===== src/design/mer_pkg.sv =====
// Shared types, widths and codes for the midpoint ellipse rasterizer.
// Used by mer_alu, mer_emit and midpoint_ellipse_rasterizer; depends on nothing.
package mer_pkg;

	localparam int RADIUS_BITS = 10;
	localparam int COORD_BITS  = 12;
	localparam int OUT_BITS    = COORD_BITS + 1;
	localparam int SQ_BITS     = 2 * RADIUS_BITS;
	// Headroom for 2*a*a*b and the decision term.
	localparam int ACC_BITS    = 3 * RADIUS_BITS + 10;
	localparam int PX_BITS     = RADIUS_BITS + 1;
	localparam int PY_BITS     = RADIUS_BITS + 2;
	localparam int MUL_BITS    = SQ_BITS + RADIUS_BITS;

	localparam int IN_TDATA_BITS  = ((2 * COORD_BITS + 2 * RADIUS_BITS + 7) / 8) * 8;
	localparam int OUT_TDATA_BITS = ((2 * OUT_BITS + 7) / 8) * 8;

	typedef logic signed [ACC_BITS-1:0]   acc_t;
	typedef logic        [SQ_BITS-1:0]    sq_t;
	typedef logic        [RADIUS_BITS-1:0] rad_t;
	typedef logic signed [COORD_BITS-1:0] coord_t;
	typedef logic signed [OUT_BITS-1:0]   pix_t;
	typedef logic        [PX_BITS-1:0]    px_t;
	typedef logic signed [PY_BITS-1:0]    py_t;

	typedef enum logic {
		OP_START = 1'b0,
		OP_STEP  = 1'b1
	} op_t;

	typedef enum logic [1:0] {
		ALU_ADD,
		ALU_SUB,
		ALU_MUL,
		ALU_HALF
	} alu_op_t;

	typedef struct packed {
		alu_op_t op;
		acc_t    x;
		acc_t    y;
	} alu_req_t;

	typedef struct packed {
		logic   go;
		logic   fin;
		coord_t cx;
		coord_t cy;
		px_t    px;
		py_t    py;
	} emit_cmd_t;

	typedef enum logic [4:0] {
		ST_IDLE,
		ST_SQA,
		ST_SQB,
		ST_MUL,
		ST_D1,
		ST_D2,
		ST_R1_CMP,
		ST_R1_DY,
		ST_R1_DD,
		ST_R1_DX,
		ST_R1_DE1,
		ST_R1_DE2,
		ST_T1,
		ST_T2,
		ST_T3,
		ST_T4,
		ST_T5,
		ST_T6,
		ST_T7,
		ST_R2_CHK,
		ST_R2_DX,
		ST_R2_DD,
		ST_R2_DY,
		ST_R2_DE1,
		ST_R2_DE2
	} state_t;

	function automatic acc_t sq_to_acc(sq_t v);
		return acc_t'({{(ACC_BITS - SQ_BITS){1'b0}}, v});
	endfunction

	function automatic acc_t sq_dbl(sq_t v);
		return acc_t'({{(ACC_BITS - SQ_BITS - 1){1'b0}}, v, 1'b0});
	endfunction

	function automatic acc_t rad_to_acc(rad_t v);
		return acc_t'({{(ACC_BITS - RADIUS_BITS){1'b0}}, v});
	endfunction

endpackage


===== src/design/mer_alu.sv =====
// Shared arithmetic unit of the ellipse rasterizer: add, subtract, a narrow
// unsigned multiply and a halving that truncates toward zero. Uses mer_pkg.
module mer_alu (
	input  mer_pkg::alu_req_t req,
	output mer_pkg::acc_t     res
);

	logic [mer_pkg::MUL_BITS-1:0] prod;
	mer_pkg::acc_t                half_sum;

	assign prod = req.x[mer_pkg::SQ_BITS-1:0] * req.y[mer_pkg::RADIUS_BITS-1:0];

	// Adding the sign bit before the arithmetic shift rounds negatives toward zero.
	assign half_sum = req.x + $signed({{(mer_pkg::ACC_BITS - 1){1'b0}},
		req.x[mer_pkg::ACC_BITS-1]});

	always_comb begin
		unique case (req.op)
			mer_pkg::ALU_ADD:  res = req.x + req.y;
			mer_pkg::ALU_SUB:  res = req.x - req.y;
			mer_pkg::ALU_MUL:  res = $signed({{(mer_pkg::ACC_BITS - mer_pkg::MUL_BITS){1'b0}},
				prod});
			mer_pkg::ALU_HALF: res = half_sum >>> 1;
			default:           res = req.x;
		endcase
	end

endmodule


===== src/design/mer_emit.sv =====
// Pixel emitter of the ellipse rasterizer: turns one point into four mirrored
// output beats, or one finished beat, through an output register. Uses mer_pkg.
module mer_emit (
	input  logic               clk,
	input  logic               arst_n,
	input  mer_pkg::emit_cmd_t cmd,
	output logic               busy,
	output logic               m_axis_tvalid,
	input  logic               m_axis_tready,
	output mer_pkg::pix_t      pixel_x,
	output mer_pkg::pix_t      pixel_y,
	output logic               last,
	output logic               finished
);

	localparam int PIX_W = ((mer_pkg::COORD_BITS > mer_pkg::PY_BITS) ?
		mer_pkg::COORD_BITS : mer_pkg::PY_BITS) + 1;

	mer_pkg::emit_cmd_t job_q;
	logic               pend_q;
	logic [1:0]         idx_q;
	logic               ovalid_q;
	mer_pkg::pix_t      ox_q;
	mer_pkg::pix_t      oy_q;
	logic               olast_q;
	logic               ofin_q;

	logic               load;
	logic               beat_last;
	logic [PIX_W-1:0]   cx_w;
	logic [PIX_W-1:0]   cy_w;
	logic [PIX_W-1:0]   px_w;
	logic [PIX_W-1:0]   py_w;
	logic [PIX_W-1:0]   sx_w;
	logic [PIX_W-1:0]   sy_w;

	assign load      = pend_q && (!ovalid_q || m_axis_tready);
	assign beat_last = job_q.fin || (idx_q == 2'd3);

	assign cx_w = {{(PIX_W - mer_pkg::COORD_BITS){job_q.cx[mer_pkg::COORD_BITS-1]}}, job_q.cx};
	assign cy_w = {{(PIX_W - mer_pkg::COORD_BITS){job_q.cy[mer_pkg::COORD_BITS-1]}}, job_q.cy};
	assign px_w = {{(PIX_W - mer_pkg::PX_BITS){1'b0}}, job_q.px};
	assign py_w = {{(PIX_W - mer_pkg::PY_BITS){job_q.py[mer_pkg::PY_BITS-1]}}, job_q.py};

	// Beat order (+,+), (+,-), (-,+), (-,-): the high index bit mirrors x.
	assign sx_w = idx_q[1] ? (cx_w - px_w) : (cx_w + px_w);
	assign sy_w = idx_q[0] ? (cy_w - py_w) : (cy_w + py_w);

	always_ff @(posedge clk or negedge arst_n) begin
		if (!arst_n) begin
			pend_q   <= 1'b0;
			idx_q    <= 2'd0;
			ovalid_q <= 1'b0;
		end else begin
			if (cmd.go) begin
				pend_q <= 1'b1;
				idx_q  <= 2'd0;
			end else if (load) begin
				idx_q <= beat_last ? 2'd0 : idx_q + 2'd1;
				if (beat_last) begin
					pend_q <= 1'b0;
				end
			end
			if (load) begin
				ovalid_q <= 1'b1;
			end else if (m_axis_tready) begin
				ovalid_q <= 1'b0;
			end
		end
	end

	always_ff @(posedge clk) begin
		if (cmd.go) begin
			job_q <= cmd;
		end
		if (load) begin
			ox_q    <= job_q.fin ? '0 : mer_pkg::pix_t'(sx_w[mer_pkg::OUT_BITS-1:0]);
			oy_q    <= job_q.fin ? '0 : mer_pkg::pix_t'(sy_w[mer_pkg::OUT_BITS-1:0]);
			olast_q <= beat_last;
			ofin_q  <= job_q.fin;
		end
	end

	assign busy          = pend_q;
	assign m_axis_tvalid = ovalid_q;
	assign pixel_x       = ox_q;
	assign pixel_y       = oy_q;
	assign last          = olast_q;
	assign finished      = ofin_q;

	a_launch_idle: assert property (@(posedge clk) disable iff (!arst_n)
		cmd.go |-> !pend_q)
		else $error("emitter launched while a job is still pending");

	a_fin_is_last: assert property (@(posedge clk) disable iff (!arst_n)
		(ovalid_q && ofin_q) |-> olast_q)
		else $error("finished beat not marked last");

	a_idx_in_job: assert property (@(posedge clk) disable iff (!arst_n)
		(idx_q != 2'd0) |-> pend_q)
		else $error("beat index advanced outside a job");

endmodule


===== src/design/midpoint_ellipse_rasterizer.sv =====
// Midpoint ellipse rasterizer top level: sequencer, state registers and ports.
// Uses mer_pkg, mer_alu and mer_emit. A start keeps the sequencer busy through SQA, SQB, MUL, D1
// and D2 (three multiplies, a subtract and an add), and no new beat is accepted until it is idle.
// A step runs its region's check and update states, or only the check past the end; the one-time
// transition adds states T1 to T7. The first beat is valid after the emitter's job and output
// registers, and the four beats leave back to back when never stalled. Ready returns once the
// sequencer is idle and all four beats are registered (the last may still wait at the output).
// Reset (arst_n low, asynchronous) leaves the finished state: a step then gives one finished beat.
module midpoint_ellipse_rasterizer (
	input  logic                                clk,
	input  logic                                arst_n,
	input  logic                                s_axis_tvalid,
	output logic                                s_axis_tready,
	// Fields from bit 0: center_x[11:0], center_y[23:12], radius_x[33:24],
	// radius_y[43:34], zero fill up to 48 bits.
	input  logic [mer_pkg::IN_TDATA_BITS-1:0]   s_axis_tdata,
	// Field: operation (0 starts a new ellipse, 1 advances one point).
	input  logic                                s_axis_tuser,
	output logic                                m_axis_tvalid,
	input  logic                                m_axis_tready,
	// Fields from bit 0: pixel_x[12:0], pixel_y[25:13], zero fill up to 32 bits.
	output logic [mer_pkg::OUT_TDATA_BITS-1:0]  m_axis_tdata,
	output logic                                m_axis_tlast,
	// Field: finished (outline complete, no pixel in this beat).
	output logic                                m_axis_tuser
);

	localparam int CX_LO = 0;
	localparam int CY_LO = CX_LO + mer_pkg::COORD_BITS;
	localparam int RX_LO = CY_LO + mer_pkg::COORD_BITS;
	localparam int RY_LO = RX_LO + mer_pkg::RADIUS_BITS;
	localparam int MSB   = mer_pkg::ACC_BITS - 1;

	// Sequencer and ellipse state.
	mer_pkg::state_t  state_q;
	mer_pkg::state_t  state_nxt;
	mer_pkg::sq_t     square_a_q;
	mer_pkg::sq_t     square_b_q;
	mer_pkg::acc_t    step_dx_q;
	mer_pkg::acc_t    step_dy_q;
	mer_pkg::acc_t    decision_q;
	mer_pkg::acc_t    tmp_q;
	mer_pkg::px_t     point_x_q;
	mer_pkg::py_t     point_y_q;
	logic             region_two_q;
	mer_pkg::coord_t  center_x_q;
	mer_pkg::coord_t  center_y_q;
	mer_pkg::rad_t    rad_a_q;
	mer_pkg::rad_t    rad_b_q;

	// Shared unit and emitter hookup.
	mer_pkg::alu_req_t  alu_req;
	mer_pkg::acc_t      alu_res;
	mer_pkg::emit_cmd_t emit_cmd;
	logic               emit_busy;
	mer_pkg::pix_t      pixel_x;
	mer_pkg::pix_t      pixel_y;

	logic             accept;
	logic             op_step;
	logic             dec_pos;
	logic             dec_neg;
	logic             y_neg;
	mer_pkg::rad_t    in_rad_b;

	assign accept   = s_axis_tvalid && s_axis_tready;
	assign op_step  = (s_axis_tuser == mer_pkg::OP_STEP);
	assign dec_neg  = decision_q[MSB];
	assign dec_pos  = !decision_q[MSB] && (decision_q != '0);
	assign y_neg    = point_y_q[mer_pkg::PY_BITS-1];
	assign in_rad_b = s_axis_tdata[RY_LO +: mer_pkg::RADIUS_BITS];

	// The sequencer only takes a beat when idle and the emitter has no job left.
	assign s_axis_tready = (state_q == mer_pkg::ST_IDLE) && !emit_busy;

	mer_alu u_alu (
		.req (alu_req),
		.res (alu_res)
	);

	mer_emit u_emit (
		.clk           (clk),
		.arst_n        (arst_n),
		.cmd           (emit_cmd),
		.busy          (emit_busy),
		.m_axis_tvalid (m_axis_tvalid),
		.m_axis_tready (m_axis_tready),
		.pixel_x       (pixel_x),
		.pixel_y       (pixel_y),
		.last          (m_axis_tlast),
		.finished      (m_axis_tuser)
	);

	assign m_axis_tdata = mer_pkg::OUT_TDATA_BITS'({pixel_y, pixel_x});

	// Next state. Region one checks step_dx < step_dy through the shared unit;
	// when that fails, the transition correction runs and then region two's check.
	always_comb begin
		state_nxt = state_q;
		unique case (state_q)
			mer_pkg::ST_IDLE: begin
				if (accept) begin
					if (!op_step) begin
						state_nxt = mer_pkg::ST_SQA;
					end else if (region_two_q) begin
						state_nxt = mer_pkg::ST_R2_CHK;
					end else begin
						state_nxt = mer_pkg::ST_R1_CMP;
					end
				end
			end
			mer_pkg::ST_SQA:    state_nxt = mer_pkg::ST_SQB;
			mer_pkg::ST_SQB:    state_nxt = mer_pkg::ST_MUL;
			mer_pkg::ST_MUL:    state_nxt = mer_pkg::ST_D1;
			mer_pkg::ST_D1:     state_nxt = mer_pkg::ST_D2;
			mer_pkg::ST_D2:     state_nxt = mer_pkg::ST_IDLE;
			mer_pkg::ST_R1_CMP: begin
				if (alu_res[MSB]) begin
					state_nxt = dec_pos ? mer_pkg::ST_R1_DY : mer_pkg::ST_R1_DX;
				end else begin
					state_nxt = mer_pkg::ST_T1;
				end
			end
			mer_pkg::ST_R1_DY:  state_nxt = mer_pkg::ST_R1_DD;
			mer_pkg::ST_R1_DD:  state_nxt = mer_pkg::ST_R1_DX;
			mer_pkg::ST_R1_DX:  state_nxt = mer_pkg::ST_R1_DE1;
			mer_pkg::ST_R1_DE1: state_nxt = mer_pkg::ST_R1_DE2;
			mer_pkg::ST_R1_DE2: state_nxt = mer_pkg::ST_IDLE;
			mer_pkg::ST_T1:     state_nxt = mer_pkg::ST_T2;
			mer_pkg::ST_T2:     state_nxt = mer_pkg::ST_T3;
			mer_pkg::ST_T3:     state_nxt = mer_pkg::ST_T4;
			mer_pkg::ST_T4:     state_nxt = mer_pkg::ST_T5;
			mer_pkg::ST_T5:     state_nxt = mer_pkg::ST_T6;
			mer_pkg::ST_T6:     state_nxt = mer_pkg::ST_T7;
			mer_pkg::ST_T7:     state_nxt = mer_pkg::ST_R2_CHK;
			mer_pkg::ST_R2_CHK: begin
				if (y_neg) begin
					state_nxt = mer_pkg::ST_IDLE;
				end else begin
					state_nxt = dec_neg ? mer_pkg::ST_R2_DX : mer_pkg::ST_R2_DY;
				end
			end
			mer_pkg::ST_R2_DX:  state_nxt = mer_pkg::ST_R2_DD;
			mer_pkg::ST_R2_DD:  state_nxt = mer_pkg::ST_R2_DY;
			mer_pkg::ST_R2_DY:  state_nxt = mer_pkg::ST_R2_DE1;
			mer_pkg::ST_R2_DE1: state_nxt = mer_pkg::ST_R2_DE2;
			mer_pkg::ST_R2_DE2: state_nxt = mer_pkg::ST_IDLE;
			default:            state_nxt = mer_pkg::ST_IDLE;
		endcase
	end

	// Operands for the shared unit, per state.
	always_comb begin
		alu_req.op   = mer_pkg::ALU_ADD;
		alu_req.x    = decision_q;
		alu_req.y    = '0;
		unique case (state_q)
			mer_pkg::ST_SQA: begin
				alu_req.op = mer_pkg::ALU_MUL;
				alu_req.x  = mer_pkg::rad_to_acc(rad_a_q);
				alu_req.y  = mer_pkg::rad_to_acc(rad_a_q);
			end
			mer_pkg::ST_SQB: begin
				alu_req.op = mer_pkg::ALU_MUL;
				alu_req.x  = mer_pkg::rad_to_acc(rad_b_q);
				alu_req.y  = mer_pkg::rad_to_acc(rad_b_q);
			end
			mer_pkg::ST_MUL: begin
				alu_req.op = mer_pkg::ALU_MUL;
				alu_req.x  = mer_pkg::sq_to_acc(square_a_q);
				alu_req.y  = mer_pkg::rad_to_acc(rad_b_q);
			end
			mer_pkg::ST_D1: begin
				// step_dy holds 2*a*a*b here; halving it is exact.
				alu_req.op = mer_pkg::ALU_SUB;
				alu_req.x  = mer_pkg::sq_to_acc(square_b_q);
				alu_req.y  = {step_dy_q[MSB], step_dy_q[MSB:1]};
			end
			mer_pkg::ST_D2: begin
				alu_req.op = mer_pkg::ALU_ADD;
				alu_req.x  = decision_q;
				alu_req.y  = mer_pkg::sq_to_acc({2'b00, square_a_q[mer_pkg::SQ_BITS-1:2]});
			end
			mer_pkg::ST_R1_CMP: begin
				alu_req.op  = mer_pkg::ALU_SUB;
				alu_req.x   = step_dx_q;
				alu_req.y   = step_dy_q;
			end
			mer_pkg::ST_R1_DY, mer_pkg::ST_R2_DY: begin
				alu_req.op = mer_pkg::ALU_SUB;
				alu_req.x  = step_dy_q;
				alu_req.y  = mer_pkg::sq_dbl(square_a_q);
			end
			mer_pkg::ST_R1_DD: begin
				alu_req.op = mer_pkg::ALU_SUB;
				alu_req.x  = decision_q;
				alu_req.y  = step_dy_q;
			end
			mer_pkg::ST_R1_DX, mer_pkg::ST_R2_DX: begin
				alu_req.op = mer_pkg::ALU_ADD;
				alu_req.x  = step_dx_q;
				alu_req.y  = mer_pkg::sq_dbl(square_b_q);
			end
			mer_pkg::ST_R1_DE1: begin
				alu_req.op = mer_pkg::ALU_ADD;
				alu_req.x  = decision_q;
				alu_req.y  = mer_pkg::sq_to_acc(square_b_q);
			end
			mer_pkg::ST_R1_DE2, mer_pkg::ST_R2_DD: begin
				alu_req.op = mer_pkg::ALU_ADD;
				alu_req.x  = decision_q;
				alu_req.y  = step_dx_q;
			end
			mer_pkg::ST_T1: begin
				alu_req.op = mer_pkg::ALU_SUB;
				alu_req.x  = mer_pkg::sq_to_acc(square_a_q);
				alu_req.y  = mer_pkg::sq_to_acc(square_b_q);
			end
			mer_pkg::ST_T2: begin
				alu_req.op = mer_pkg::ALU_ADD;
				alu_req.x  = tmp_q;
				alu_req.y  = {tmp_q[MSB-1:0], 1'b0};
			end
			mer_pkg::ST_T3, mer_pkg::ST_T6: begin
				alu_req.op = mer_pkg::ALU_HALF;
				alu_req.x  = tmp_q;
			end
			mer_pkg::ST_T4: begin
				alu_req.op = mer_pkg::ALU_SUB;
				alu_req.x  = tmp_q;
				alu_req.y  = step_dx_q;
			end
			mer_pkg::ST_T5: begin
				alu_req.op = mer_pkg::ALU_SUB;
				alu_req.x  = tmp_q;
				alu_req.y  = step_dy_q;
			end
			mer_pkg::ST_T7: begin
				alu_req.op = mer_pkg::ALU_ADD;
				alu_req.x  = decision_q;
				alu_req.y  = tmp_q;
			end
			mer_pkg::ST_R2_DE1: begin
				alu_req.op = mer_pkg::ALU_ADD;
				alu_req.x  = decision_q;
				alu_req.y  = mer_pkg::sq_to_acc(square_a_q);
			end
			mer_pkg::ST_R2_DE2: begin
				alu_req.op = mer_pkg::ALU_SUB;
				alu_req.x  = decision_q;
				alu_req.y  = step_dy_q;
			end
			default: begin
				alu_req.op = mer_pkg::ALU_ADD;
			end
		endcase
	end

	// Emitter launch. The point is handed to the emitter before it moves, so beats
	// and updates overlap.
	always_comb begin
		emit_cmd.go  = 1'b0;
		emit_cmd.fin = 1'b0;
		emit_cmd.cx  = center_x_q;
		emit_cmd.cy  = center_y_q;
		emit_cmd.px  = point_x_q;
		emit_cmd.py  = point_y_q;
		if (state_q == mer_pkg::ST_R1_CMP) begin
			emit_cmd.go = alu_res[MSB];
		end else if (state_q == mer_pkg::ST_R2_CHK) begin
			emit_cmd.go  = 1'b1;
			emit_cmd.fin = y_neg;
		end
	end

	always_ff @(posedge clk or negedge arst_n) begin
		if (!arst_n) begin
			state_q <= mer_pkg::ST_IDLE;
		end else begin
			state_q <= state_nxt;
		end
	end

	// Ellipse state: the reset values make the first step report finished.
	always_ff @(posedge clk or negedge arst_n) begin
		if (!arst_n) begin
			square_a_q   <= '0;
			square_b_q   <= '0;
			step_dx_q    <= '0;
			step_dy_q    <= '0;
			decision_q   <= '0;
			tmp_q        <= '0;
			point_x_q    <= '0;
			point_y_q    <= '1;
			region_two_q <= 1'b1;
			center_x_q   <= '0;
			center_y_q   <= '0;
			rad_a_q      <= '0;
			rad_b_q      <= '0;
		end else begin
			case (state_q)
				mer_pkg::ST_IDLE: begin
					if (accept && !op_step) begin
						center_x_q   <= s_axis_tdata[CX_LO +: mer_pkg::COORD_BITS];
						center_y_q   <= s_axis_tdata[CY_LO +: mer_pkg::COORD_BITS];
						rad_a_q      <= s_axis_tdata[RX_LO +: mer_pkg::RADIUS_BITS];
						rad_b_q      <= in_rad_b;
						point_x_q    <= '0;
						point_y_q    <= $signed({2'b00, in_rad_b});
						step_dx_q    <= '0;
						region_two_q <= 1'b0;
					end
				end
				mer_pkg::ST_SQA: square_a_q <= alu_res[mer_pkg::SQ_BITS-1:0];
				mer_pkg::ST_SQB: square_b_q <= alu_res[mer_pkg::SQ_BITS-1:0];
				mer_pkg::ST_MUL: step_dy_q  <= {alu_res[MSB-1:0], 1'b0};
				mer_pkg::ST_D1, mer_pkg::ST_D2, mer_pkg::ST_R1_DD, mer_pkg::ST_R1_DE1,
				mer_pkg::ST_R1_DE2, mer_pkg::ST_R2_DD, mer_pkg::ST_R2_DE1,
				mer_pkg::ST_R2_DE2: begin
					decision_q <= alu_res;
				end
				mer_pkg::ST_R1_DY, mer_pkg::ST_R2_DY: begin
					step_dy_q <= alu_res;
					point_y_q <= point_y_q - mer_pkg::PY_BITS'(1);
				end
				mer_pkg::ST_R1_DX, mer_pkg::ST_R2_DX: begin
					step_dx_q <= alu_res;
					point_x_q <= point_x_q + mer_pkg::PX_BITS'(1);
				end
				mer_pkg::ST_T1, mer_pkg::ST_T2, mer_pkg::ST_T3, mer_pkg::ST_T4,
				mer_pkg::ST_T5, mer_pkg::ST_T6: begin
					tmp_q <= alu_res;
				end
				mer_pkg::ST_T7: begin
					decision_q   <= alu_res;
					region_two_q <= 1'b1;
				end
				default: begin
					tmp_q <= tmp_q;
				end
			endcase
		end
	end

	a_accept_busy: assert property (@(posedge clk) disable iff (!arst_n)
		accept |=> (state_q != mer_pkg::ST_IDLE))
		else $error("accepted beat left the sequencer idle");

	a_region_entry: assert property (@(posedge clk) disable iff (!arst_n)
		$rose(region_two_q) |-> ($past(state_q) == mer_pkg::ST_T7))
		else $error("region two entered without the transition correction");

	a_chk_in_region_two: assert property (@(posedge clk) disable iff (!arst_n)
		(state_q == mer_pkg::ST_R2_CHK) |-> region_two_q)
		else $error("region two check reached while still in region one");

endmodule

===== config.mk =====
export PLATFORM = sky130hd
export DESIGN_NAME = midpoint_ellipse_rasterizer
export DESIGN_NICKNAME = d
export VERILOG_FILES = /design/src/design/mer_pkg.sv /design/src/design/mer_alu.sv /design/src/design/mer_emit.sv /design/src/design/midpoint_ellipse_rasterizer.sv
export SDC_FILE = /design/constraint.sdc
export NUM_CORES = 2
export LEC_CHECK = 0
export BUFFER_PORTS_ARGS = -buffer_cell sky130_fd_sc_hd__buf_2
export CAP_MARGIN = 10
export CORE_UTILIZATION = 45
export CTS_CLUSTER_DIAMETER = 80
export DETAILED_ROUTE_END_ITERATION = 16
export GPL_TIMING_DRIVEN = 0
export PLACE_DENSITY_LB_ADDON = 0.12
export RECOVER_POWER = 25
export SKIP_CTS_REPAIR_TIMING = 1
export SYNTH_ARGS = -nofsm -noshare
export SYNTH_HDL_FRONTEND = slang
export SYNTH_SLANG_ARGS = --single-unit

===== constraint.sdc =====
create_clock -name clk -period 21.4 [get_ports clk]
set_input_delay 1.07 -clock clk [delete_from_list [all_inputs] [get_ports clk]]
set_output_delay 1.07 -clock clk [all_outputs]
set_load 0.1 [all_outputs]

==> metrics.md <==
| Metric | Value |
|---|---|
| Status | complete, but fails checks |
| Failing checks | capacitance limit, slew limit |
| Flops & latches, synth | roughly 350 |
| Starting density of the core | 0.4545 |
| Die area | 67,440 µm² |
| Drc violations | 0 |
| Relative slew slack | -2.667 |
| Avg Cell Area, Syn | approximately 8.7 µm² |
| Dpl cells | 4,382 |
| Core area | roughly 66,000 µm² |
| 1st-iter DRT viols | 3,749 |
| Core Rows | 94 |
| Crit path buf inv count | 7 |
| Final hold vios | 0 |
| Arrival time worst endpoint | approximately 13 ns |
| Global route total overflow | 0 |
| Largest net degree at the start of global routing | between 100 and 150 |
| CTS tree | built |
| Sequential area share after synthesis | 0.3089 |
| Setup crit end | step_dy_q[27] |
| FF-to-FF End | step_dy_q[27] |
| Post-synth EDFFs | 76 |
| Vias in the first global route | 28,784 |
| CP max-delay cell | a41oi_1 |
| Wirelength per Cell | about 31 µm |
| Final setup violation count | 0 |
| Final hold slack | about 0.45 ns |
| Layout area overhead | 10.63% |
| Antenna-violating nets left | 0 |
| Number of port buffers | a little under 80 |
| Hold Crit Class | reg -> reg |
| Crit end category | register |
| Data required time of the worst path | around 22 ns |
| Async S/R FF share, synth | 0.7847 |
| Layout Skew | approximately 0.032 ns |
| Least-Margin Pin Slew | 5.500 ns |
| Levels on crit path | 28 |
| Gr usage total | 0.4074 |
| Vias | between 20,000 and 30,000 |
| Setup TNS | 0 ns |
| Unique masters post-synth | roughly 110 |
| Largest stage delay on the critical path | 0.99 ns |
| Nets | around 3,900 |
| Die Y | 259.7 µm |
| Sequential Area | 9230 µm² |
| Htree depth | 2 |
| Dpl hpwl | between 100,000 and 150,000 µm |
| Clk_lat worst skew | 0.60 ns |
| Ys Warns | 0 |
| DRT Pass-1 Iters | 7 |
| Setup slack, reg-to-reg | 8.78 ns |
| Non-Filler Instances | 4,462 |
| Vias/cell | approximately 6.5 |
| RSZ-0062 raised after global routing | no |
| CTS Root Cell | clkbuf_16 |
| MaxCap Viol Count | 2 |
| Io pins | just under 90 |
| TritonCTS sink count | between 300 and 400 |
| Crit path time final | between 10 and 15 ns |
| R2R depth | 28 |
| Post-Route WL | approximately 140,000 µm |
| Crit path from | state_q[4] |
| Fraction of the cycle the final worst path needs | 0.5897 |
| CTS Buf Count | 41 |
| Clock transition at path regs | around 0.07 ns |
| Deepest clock path buffer count | 3 |
| Crit path kind | reg -> reg |
| Slew Viols, Final | 177 |
| Die Wd | 259.7 µm |
| GP Congestion | roughly 1 |
| Fmax | between 0.07 and 0.08 GHz |
| Crit-path most repeated cell | fa_1 |
| Initial antenna violation count | 7 |
| Syn Inst Count | around 3,400 |
| Post-Syn Area | ~30,000 µm² |
| Fillers | around 6,300 |
| Cell family contributing the most delay on the critical path | compound AO/OA/AOI/OAI gates |
| Share of cells above drive strength 1 | 0.08206 |
| CP Max Fanout | 11 |
| First-pass GRT wire length | slightly below 200,000 µm |
| Startpoint types | register |
| RR Startpoint | state_q[4] |
| Main synth FF type | dfrtp_1 |
| Multi-input logic area | approximately 19,000 µm² |
==> worst reg2reg max path, delay by kind of cell, from the launching register on <==
| family | cells | cell delay, ns |
|---|---|---|
| xor gates and xnor gates | 1 | 0.65 |
| and+or+nand+nor | 4 | 1.54 |
| AOI/OAI and AO/OA | 10 | 4.45 |
| adders and majority gates | 6 | 2.94 |
| buffers and inverters | 7 | 2.52 |
| DFF | 1 | 0.35 |
==> per-layer routing <==
metal  wire length [µm]  GRT usage
met1              52350     0.5041
met4              10800     0.2804
met3              13260    0.09415
met2              60290     0.6309
met5                 37          0
==> worst min path at each step <==
stage                                start              end  slack, ns  cells after the start
after floorplan           u_emit.job_q[47]  u_emit.finished       0.42                      0
after global placement       center_y_q[2]   u_emit.cy_w[2]       0.43                      0
after detailed placement     center_x_q[5]   u_emit.cx_w[5]       0.43                      0
after CTS                    center_x_q[5]   u_emit.cx_w[5]       0.45                      0
after global routing         center_y_q[9]   u_emit.cy_w[9]       0.46                      0
final                        center_x_q[5]   u_emit.cx_w[5]       0.45                      0
==> area by class of cell <==
cell class	instances	share of cell area
Antenna cell	3	0.0002271
Timing Repair Buffer	94	0.01715
Buffer	211	0.02865
Sequential cell	353	0.2792
Clock inverter	28	0.01090
Inverter	278	0.03157
Clock buffer	48	0.03274
Multi-Input combinational cell	2583	0.5669
Tap cell	864	0.03270
==> registers in the layout (all words and copies together) (netlist names) <==
name,flops
point_x_q,11
u_emit.m_axis_tvalid,1
rad_b_q,10
square_a_q,20
u_emit.last,1
u_emit.finished,1
tmp_q,40
state_q,5
rad_a_q,10
square_b_q,20
point_y_q,12
u_emit.cx_w,12
u_emit.cy_w,12
u_emit.busy,1
u_emit.idx_q,2
u_emit.pixel_x,13
center_y_q,12
step_dx_q,40
step_dy_q,40
center_x_q,12
region_two_q,1
u_emit.job_q,24
u_emit.pixel_y,13
decision_q,40
==> cells in the final DEF, fill, tap and decap left out, types with 12 or more instances in the layout <==
cell | netlist | routed
inv_1 | 274 | 274
ha_1 | 139 | 139
buf_2 | 37 | 117
nor3_1 | 59 | 56
xor2_1 | 64 | 64
dfrtp_1 | 264 | 264
o31ai_1 | 15 | 15
fa_1 | 175 | 175
nand4_1 | 32 | 32
a221o_1 | 31 | 31
nand2_1 | 474 | 474
nor2b_1 | 26 | 26
o22ai_1 | 12 | 12
nor2_1 | 301 | 300
a21o_1 | 38 | 38
buf_4 | 13 | 14
and3_1 | 62 | 62
and2_1 | 62 | 62
a221oi_1 | 31 | 28
buf_1 | 21 | 21
a31oi_1 | 26 | 26
o21ai_0 | 151 | 150
buf_6 | 8 | 16
mux2_2 | 14 | 14
a22oi_1 | 88 | 88
o221ai_1 | 19 | 19
xnor2_1 | 123 | 123
a222oi_1 | 35 | 35
edfxtp_1 | 76 | 76
nand3_1 | 64 | 64
o21bai_1 | 13 | 13
clkbuf_16 | 0 | 41
a22o_1 | 34 | 34
or3_1 | 16 | 16
nor4_1 | 22 | 22
nand2b_1 | 19 | 19
dfstp_1 | 0 | 12
clkbuf_1 | 132 | 138
a21oi_1 | 219 | 219
==> cell usage after synthesis, types with 64 or more instances <==
cell type,n,share of area
nand2_1,474,0.060
nor2_1,301,0.038
inv_1,274,0.034
dfrtp_1,264,0.22
a21oi_1,219,0.037
fa_1,175,0.12
o21ai_0,151,0.025
ha_1,139,0.058
clkbuf_1,132,0.017
xnor2_1,123,0.036
a22oi_1,88,0.022
edfxtp_1,76,0.076
nand3_1,64,0.011
xor2_1,64,0.019
==> metrics by stage <==
step                      cell area (µm²)  setup slack, ns  utilization
after floorplan                     29900            13.52            -
after global placement              31370            8.926       0.4772
after detailed placement            31630            9.320       0.4811
after CTS                           33070            9.317       0.5030
after global routing                33050            8.553       0.5027
final                               33060            8.781       0.5028
==> cells by family after synthesis <==
logic type	Yosys count	share of synthesized area
AOI/OAI and AO/OA	844	0.1954
buffers and inverters	489	0.06662
and+or+nand+nor	1210	0.1906
adders and majority gates	314	0.1754
xor gates and xnor gates	188	0.05535
other	1	0.0001255
DFF	353	0.3089
muxes	21	0.007621
Power is not shown: default switching activity piles up to over one toggle a cycle in this logic, so the estimate is an artifact.
